==> src/ttrc_pkg.sv <==
// Constants and modular helpers for the three-term recurrence checksum.
`timescale 1ns / 1ps

package ttrc_pkg;

  localparam logic [16:0] MODULUS      = 17'd65535;
  localparam logic [7:0]  ALPHA_MUL    = 8'd17;
  localparam logic [7:0]  BETA_MUL     = 8'd31;
  localparam logic [8:0]  FIRST_OFFSET = 9'd7;

  // One conditional subtract; valid for inputs below 2*MODULUS.
  function automatic logic [15:0] reduce17(input logic [16:0] x);
    logic [16:0] r;
    begin
      r = (x >= MODULUS) ? (x - MODULUS) : x;
      return r[15:0];
    end
  endfunction

  // x mod 65535 for a 25-bit value: 2^16 = 1 (mod 65535), so add the halves.
  function automatic logic [15:0] fold25(input logic [24:0] x);
    logic [16:0] s;
    begin
      s = {1'b0, x[15:0]} + {8'b0, x[24:16]};
      return reduce17(s);
    end
  endfunction

endpackage

==> src/three_term_recurrence_checksum.sv <==
// Three-term recurrence checksum over a byte stream, top level.
//
//  channel | dir | tdata                 | tlast             | tuser
//  s_*     | in  | [7:0]  data_byte      | last_byte         | -
//  m_*     | out | [15:0] checksum       | -                 | -
//
// One byte per cycle sustained unless a closing byte meets a stalled result.
// The checksum reaches m_tdata through the input register, then recurrence
// logic into the result register. The recurrence state updates in the same
// cycle it is read, so the loop closes through one step of logic.
// rst is synchronous, active high, and starts a fresh message.
// A stalled result only blocks the input when the held byte ends a message.
`timescale 1ns / 1ps

module three_term_recurrence_checksum
  import ttrc_pkg::*;
(
  input  logic        clk,
  input  logic        rst,
  input  logic        s_tvalid,
  output logic        s_tready,
  input  logic [7:0]  s_tdata,   // [7:0] data_byte
  input  logic        s_tlast,   // last_byte
  output logic        m_tvalid,
  input  logic        m_tready,
  output logic [15:0] m_tdata    // [15:0] checksum
);

  // input register
  logic        in_valid;
  logic [7:0]  in_data;
  logic        in_last;

  // recurrence state
  logic [15:0] term_prev;
  logic [15:0] term_cur;
  logic [7:0]  byte_index;
  logic        at_start;

  // result register
  logic        out_valid;
  logic [15:0] out_checksum;

  logic        res_free;
  logic        advance;
  logic [7:0]  alpha;
  logic [7:0]  beta;
  logic [8:0]  a_sum;
  logic [24:0] pos;
  logic [23:0] neg;
  logic        is_neg;
  logic [24:0] mag;
  logic [15:0] mag_mod;
  logic [15:0] step_val;
  logic [15:0] cur_next;

  assign res_free = !out_valid || m_tready;
  assign advance  = in_valid && (!in_last || res_free);
  assign s_tready = !in_valid || advance;

  assign alpha   = 8'(byte_index * ALPHA_MUL);
  assign beta    = 8'(byte_index * BETA_MUL);
  assign a_sum   = {1'b0, in_data} + {1'b0, alpha};
  assign pos     = 25'(a_sum) * 25'(term_cur);
  assign neg     = 24'(beta) * 24'(term_prev);
  assign is_neg  = {1'b0, neg} > pos;
  assign mag     = is_neg ? ({1'b0, neg} - pos) : (pos - {1'b0, neg});
  assign mag_mod = fold25(mag);
  // negative difference wraps mod 2^64, which is 1 mod 65535
  assign step_val = is_neg ? reduce17(17'h10000 - {1'b0, mag_mod}) : mag_mod;
  assign cur_next = at_start ? 16'(in_data + FIRST_OFFSET) : step_val;

  always_ff @(posedge clk) begin
    if (rst) begin
      in_valid <= 1'b0;
    end else if (s_tready) begin
      in_valid <= s_tvalid;
    end
    if (s_tready && s_tvalid) begin
      in_data <= s_tdata;
      in_last <= s_tlast;
    end
  end

  always_ff @(posedge clk) begin
    if (rst) begin
      term_prev  <= 16'd1;
      term_cur   <= 16'd1;
      byte_index <= 8'd0;
      at_start   <= 1'b1;
    end else if (advance) begin
      if (in_last) begin
        term_prev  <= 16'd1;
        term_cur   <= 16'd1;
        byte_index <= 8'd0;
        at_start   <= 1'b1;
      end else begin
        term_prev  <= at_start ? 16'd1 : term_cur;
        term_cur   <= cur_next;
        byte_index <= at_start ? 8'd1 : byte_index + 8'd1;
        at_start   <= 1'b0;
      end
    end
  end

  always_ff @(posedge clk) begin
    if (rst) begin
      out_valid <= 1'b0;
    end else if (advance && in_last) begin
      out_valid <= 1'b1;
    end else if (m_tready) begin
      out_valid <= 1'b0;
    end
    if (advance && in_last) begin
      out_checksum <= cur_next;
    end
  end

  assign m_tvalid = out_valid;
  assign m_tdata  = out_checksum;

endmodule

==> config.mk <==
export PLATFORM = sky130hd
export DESIGN_NAME = three_term_recurrence_checksum
export DESIGN_NICKNAME = d
export VERILOG_FILES = /design/src/ttrc_pkg.sv /design/src/three_term_recurrence_checksum.sv
export SDC_FILE = /design/constraint.sdc
export NUM_CORES = 1
export LEC_CHECK = 0
export ABC_AREA = 1
export BUFFER_PORTS_ARGS = -buffer_cell sky130_fd_sc_hd__buf_2
export CORE_MARGIN = 2
export CORE_UTILIZATION = 35
export CTS_BUF_LIST = sky130_fd_sc_hd__clkbuf_16
export CTS_CLUSTER_DIAMETER = 50
export DETAILED_ROUTE_END_ITERATION = 8
export GPL_ROUTABILITY_DRIVEN = 0
export PLACE_DENSITY = 0.47
export SYNTH_ARGS = -nofsm -noshare
export SYNTH_HDL_FRONTEND = slang
export SYNTH_SLANG_ARGS = --single-unit
==> constraint.sdc <==
create_clock -name clk -period 17.4 [get_ports clk]
set_input_delay 3.48 -clock clk [delete_from_list [all_inputs] [get_ports clk]]
set_output_delay 3.48 -clock clk [all_outputs]
set_load 0.1 [all_outputs]
; After elaboration in Yosys (flattened, before gate mapping)
; Index checks and enable logic that the tools add are counted.
[word_totals]
register_bits = 68
output_inout_bits = 18
word_cells = 48
[op_classes]
n_addsub = 9
n_mul = 4
magnitude_cmp = 3
mux = 13
n_reduce_logical = 10
[ops]
columns = op, n
row1 = 16-bit 2-to-1 mux, 7
row2 = 17-bit by 16-bit greater-or-equal comparator with 1-bit output (second input constant), 2
row3 = 16-bit subtractor (second input constant), 2
row4 = 24-bit by 25-bit > comparator with 1-bit output, 1
row5 = 9-bit by 16-bit multiplier with 25-bit output, 1
row6 = 25-bit 2-to-1 mux, 1
row7 = 24-bit by 25-bit subtractor with 25-bit output, 1
row8 = 25-bit by 24-bit subtractor with 25-bit output, 1
row9 = 8-bit by 16-bit multiplier with 24-bit output, 1
row10 = 16-bit by 9-bit adder with 17-bit output, 1
row11 = 17-bit by 16-bit subtractor with 17-bit output (first input constant), 1
row12 = 8-bit by 5-bit multiplier with 8-bit output (second input constant), 2
row13 = 8-bit 2-to-1 mux, 2
row14 = 8-bit by 3-bit adder with 9-bit output (second input constant), 1
row15 = 8-bit by 8-bit adder with 9-bit output, 1
row16 = 8-bit by 1-bit adder with 8-bit output (second input constant), 1
row17 = 1-bit logical AND, 3
row18 = 1-bit logical NOT, 3
row19 = 1-bit logical OR, 3
row20 = 1-bit 2-to-1 mux, 3
row21 = 2-bit nonzero test, 1

; Depth between registers and ports, before layout
[logic_depth]
depth_word = 14
depth_mapped = 101

; Worst setup path after synthesis
; Ideal clock, no wire load.
[synth_timing]
path_kind = reg-to-reg
start = reg byte_index[1]
end = reg out_checksum[10] (netlist: m_tdata[10]), data pin
t_arrival_ns = 14.165
required_time_ns = 17.144
slack_ns = 2.979
path_stages_with_launch = 90
n_path_buf = 4
path_cell_list = dfxtp_1 -> inv_1 -> fa_1 -> inv_1 -> fa_1 -> inv_1 -> fa_1 -> inv_1 -> ha_1 -> inv_1 -> or2_2 -> nand2_1 -> a21oi_1 -> or2_2 -> nand2_1 -> clkbuf_1 -> nor2_1 -> fa_1 -> [... 54 more ...] -> nand3_2 -> nor2_4 -> nand2_1 -> nand2_1 -> nor2_1 -> nand2_1 -> nor2_1 -> nand3_1 -> nor2_2 -> nand3_1 -> nand2_1 -> nand2_2 -> nand2_2 -> nand2_1 -> nand2_1 -> nand2_1 -> nand2_1 -> nor2_1
[synth_between]
elab_chain_cells = 13
word_cells_on_any_way = 19
[synth_rtl]
columns = element, line
row1 = from (decl), three_term_recurrence_checksum.sv:37  ; logic [7:0] byte_index;
row2 = from (signal assigned), three_term_recurrence_checksum.sv:100  ; byte_index <= at_start ? 8'd1 : byte_index + 8'd1;
row3 = 8-bit by 5-bit multiplier with 8-bit output, three_term_recurrence_checksum.sv:61  ; assign alpha = 8'(byte_index * ALPHA_MUL);
row4 = 8-bit by 8-bit adder with 9-bit output, three_term_recurrence_checksum.sv:63  ; assign a_sum = {1'b0, in_data} + {1'b0, alpha};
row5 = 9-bit by 16-bit multiplier with 25-bit output, three_term_recurrence_checksum.sv:64  ; assign pos = 25'(a_sum) * 25'(term_cur);
row6 = "25-bit by 24-bit subtractor with 25-bit output, or another cell as far along", three_term_recurrence_checksum.sv:67  ; assign mag = is_neg ? ({1'b0, neg} - pos) : (pos - {1'b0, neg});
row7 = 25-bit 2-to-1 mux, three_term_recurrence_checksum.sv:67
row8 = 16-bit by 9-bit adder with 17-bit output, ttrc_pkg.sv:24  ; s = {1'b0, x[15:0]} + {8'b0, x[24:16]};
row9 = 16-bit subtractor or 17-bit by 16-bit greater-or-equal comparator with 1-bit output (tied branches), ttrc_pkg.sv:15  ; r = (x >= MODULUS) ? (x - MODULUS) : x;
row10 = 16-bit 2-to-1 mux, ttrc_pkg.sv:15
row11 = 17-bit by 16-bit subtractor with 17-bit output, three_term_recurrence_checksum.sv:70  ; assign step_val = is_neg ? reduce17(17'h10000 - {1'b0, mag_mod}) : mag_mod;
row12 = 16-bit subtractor or 17-bit by 16-bit greater-or-equal comparator with 1-bit output (tied branches), ttrc_pkg.sv:15
row13 = 16-bit 2-to-1 mux, ttrc_pkg.sv:15
row14 = 16-bit 2-to-1 mux (*), three_term_recurrence_checksum.sv:70
row15 = 16-bit 2-to-1 mux (*), three_term_recurrence_checksum.sv:71  ; assign cur_next = at_start ? 16'(in_data + FIRST_OFFSET) : step_val;
row16 = via cur_next[10], three_term_recurrence_checksum.sv:55  ; logic [15:0] cur_next;
row17 = to (signal assigned), three_term_recurrence_checksum.sv:115  ; out_checksum <= cur_next;
row18 = to (decl), three_term_recurrence_checksum.sv:42  ; logic [15:0] out_checksum;
; Mark *: on every way through the listed nets, which the timed path passes. The rest lies on a longest branch.
; A chain may end at the register's enable or synchronous reset.

; Worst setup path after layout
[layout_timing]
start = reg byte_index[0]
end = reg out_checksum[12] (netlist: m_tdata[12]), data pin
; The elaborated chain is that of the path after synthesis.

==> out/results.txt <==
Status - complete, no violations
Count leader, synth - nand2_1
Die Y - 223 um
CP max stage delay - 590 ps
Ys flop type - dfxtp_1
Top cell type's share of synthesized area - 23.5%
Syn Nets - 2822
EDFF count, synth - 25
Num rows - 80
Final Critical Period - 15750 ps
WL final - 50.3 mm
Most Frequent Cell on Critical Path - nand2_1
DR iter-0 viols - 971
Dominant cell type by area after synthesis - fa_1
Async S/R FF share, synth - 0%
Final setup fails - 0
Clock sinks - 68
Avg WL per Cell - 16.5 um
Reg2Reg Depth - 86
Gate Count Post-Synth - 2437
Largest net degree at the start of global routing - 43
Full die area - 49900 um2
Core ar. - 47600 um2
Area Overhead vs Synth - 6.41%
Buffer depth of the longest clock path - 2
CTS Hold Bufs - 0
Top cells by area, synth - fa_1, ha_1, nand2_1
Synth Area in Compound Gates - 9.01%
Fin Setup TNS - 0 ps
Vias in the first global route - 15094
Critical-path top delay cell - fa_1
Worst r2r src - byte_index[0]
Slew Viols, Final - 0
R2R Setup Slk - 1650 ps
Startpoint Class - flop
Kind of critical path - reg2reg
Worst Path Max Fanout - 14
Mux share of post-synthesis cell area - 0.0594%
Clock skew - 9.18 ps
Largest family of logic cells by synthesized area - adder cells
Vias per cell - 4.90
Initial antenna violation count - 0
Die W - 223 um
Arr. time, crit path - 15850 ps
ANT cells - 0
CTS Buf Count - 9
Final Instance Count excl. Fillers - 3047
Synth Area in Adders - 36.4%
Simple-Gate Fraction of Synth Area - 26.6%
List of most frequent post-synthesis cells - nand2_1, inv_1, nor2_1
TritonCTS clock tree - done
H-tree level count - 3
Final count of hold timing violations - 0
Average cell area after synthesis - 6.92 um2
Remaining DRCs - 0
Vias - 14945
Worst slew margin - 17.0%
DRT antenna net count - 0
#FFs+latches synth - 68
Post-synth cell types - 48
First-pass GRT wire length - 81.2 mm
I/O Pins - 31
Dpl hpwl - 42.8 mm
Final nets - 2812
Crit. Startpoint - byte_index[0]
Cells after DPL - 3026
Reg2reg end - m_tdata[12]
Max cap viols - 0
CP endpoint - m_tdata[12]
Proportion of layout cells with a drive suffix above 1 - 7.73%
Worst Tran Pin Value - 1240 ps
Aggregate global routing overflow - 0
Fin util - 37.6%
Critical path endpoint category - flop
Yosys Warn Count - 0
Mapped Area - 16900 um2
RSZ-0062 raised after global routing - no
Drt first pass iters - 5
GRT Total Usage - 20.4%
Port Buf Inserts - 30
Clk pin slew, worst setup/hold paths - 60 ps
Worst Hold Class - reg2reg
Clk root buf - clkbuf_16
Synth Area in XOR/XNOR - 4.52%
Fmax achieved - 63.5 MHz
Final period util - 90.5%
Sequential cell area fraction in the yosys report - 9.56%
Initial Util - 35.4%
Worst path required time - 17500 ps
Clock latency at the later pin of the worst-skew pair - 350 ps
-- layout by cell type, fill, tap and decap left out, types with 7 or more instances in the layout --
master | Yosys | final
or2_2 | 14 | 14
a31oi_1 | 7 | 7
inv_2 | 22 | 22
nand2_2 | 34 | 34
nand3_1 | 89 | 88
o21ai_0 | 77 | 76
inv_1 | 526 | 530
nor2_1 | 205 | 204
o21bai_1 | 7 | 7
nand4_1 | 34 | 34
xor2_1 | 64 | 64
dfxtp_1 | 43 | 39
nor2_2 | 14 | 15
clkbuf_16 | 0 | 9
nand2_1 | 572 | 570
edfxtp_1 | 25 | 25
xnor2_1 | 23 | 23
nor2_4 | 11 | 11
ha_1 | 174 | 172
a21oi_1 | 147 | 147
buf_2 | 2 | 30
nand2_4 | 8 | 10
nor3_1 | 9 | 8
fa_1 | 198 | 198
nand3_2 | 15 | 18
buf_4 | 0 | 10
a21boi_0 | 7 | 7
-- worst min path at each step --
| stage | cells after the start | end | slack [ps] | start |
|---|---|---|---|---|
| CTS | 2 | byte_index[6] | 510 | byte_index[6] |
| finish | 2 | byte_index[6] | 510 | byte_index[6] |
| floorplan | 2 | term_cur[13] | 440 | term_cur[13] |
| global route | 1 | byte_index[7] | 540 | byte_index[7] |
| detailed placement | 2 | byte_index[6] | 500 | byte_index[6] |
| global placement | 1 | byte_index[7] | 500 | byte_index[7] |
-- per-layer routing --
layer / part of all wire, % / track usage, %
met1: 48 / 29.2
met4: 0.69 / 2.30
met2: 47 / 34.4
met5: 0 / 0
met3: 4.0 / 2.09
-- what timing repair did --
action | 4_1_cts | 5_1_grt
resized for setup | 0 | 15
setup buffers | 0 | 3
endpoints found under the setup margin | 0 | 32
-- worst max-delay path: cells and delay by family, from the launching register on --
kind / cells / cell delay, ps
buffers and inverters: 12 / 900
and+or+nand+nor: 41 / 5430
adders and majority gates: 13 / 5750
AOI/OAI and AO/OA: 18 / 2600
DFF: 1 / 380
xor gates and xnor gates: 2 / 430
-- registers in the layout (all words and copies together) (netlist names) --
name,flops
term_prev,16
at_start,1
term_cur,16
in_data,8
in_valid,1
byte_index,8
m_tvalid,1
m_tdata,16
in_last,1
-- stage by stage --
stage | hold slack [ps] | setup slack [ps] | instance area (um2)
global placement | 503 | 1070 | 17600
CTS | 511 | 627 | 17800
detailed placement | 502 | 676 | 17600
global route | 538 | 52.1 | 17900
finish | 507 | 1650 | 17900
floorplan | 444 | 2980 | 16900
-- layout make-up --
class,instances,area (um2)
Tap cell,615,769
Inverter,550,2060
Clock buffer,9,225
Multi-Input combinational cell,1758,13000
Clock inverter,7,53.8
Fill cell,5148,29700
Sequential cell,68,1620
Timing Repair Buffer,40,225
-- logic make-up after synthesis --
group | after synthesis
mux | 1
flops | 68
fa+ha+maj | 372
compound gates | 278
buf+inv | 613
xor+xnor | 87
simple gates | 1018
Power is left out: the tool's default activity adds up to more than one toggle a clock period on the data nets, which glitch-free logic cannot reach.
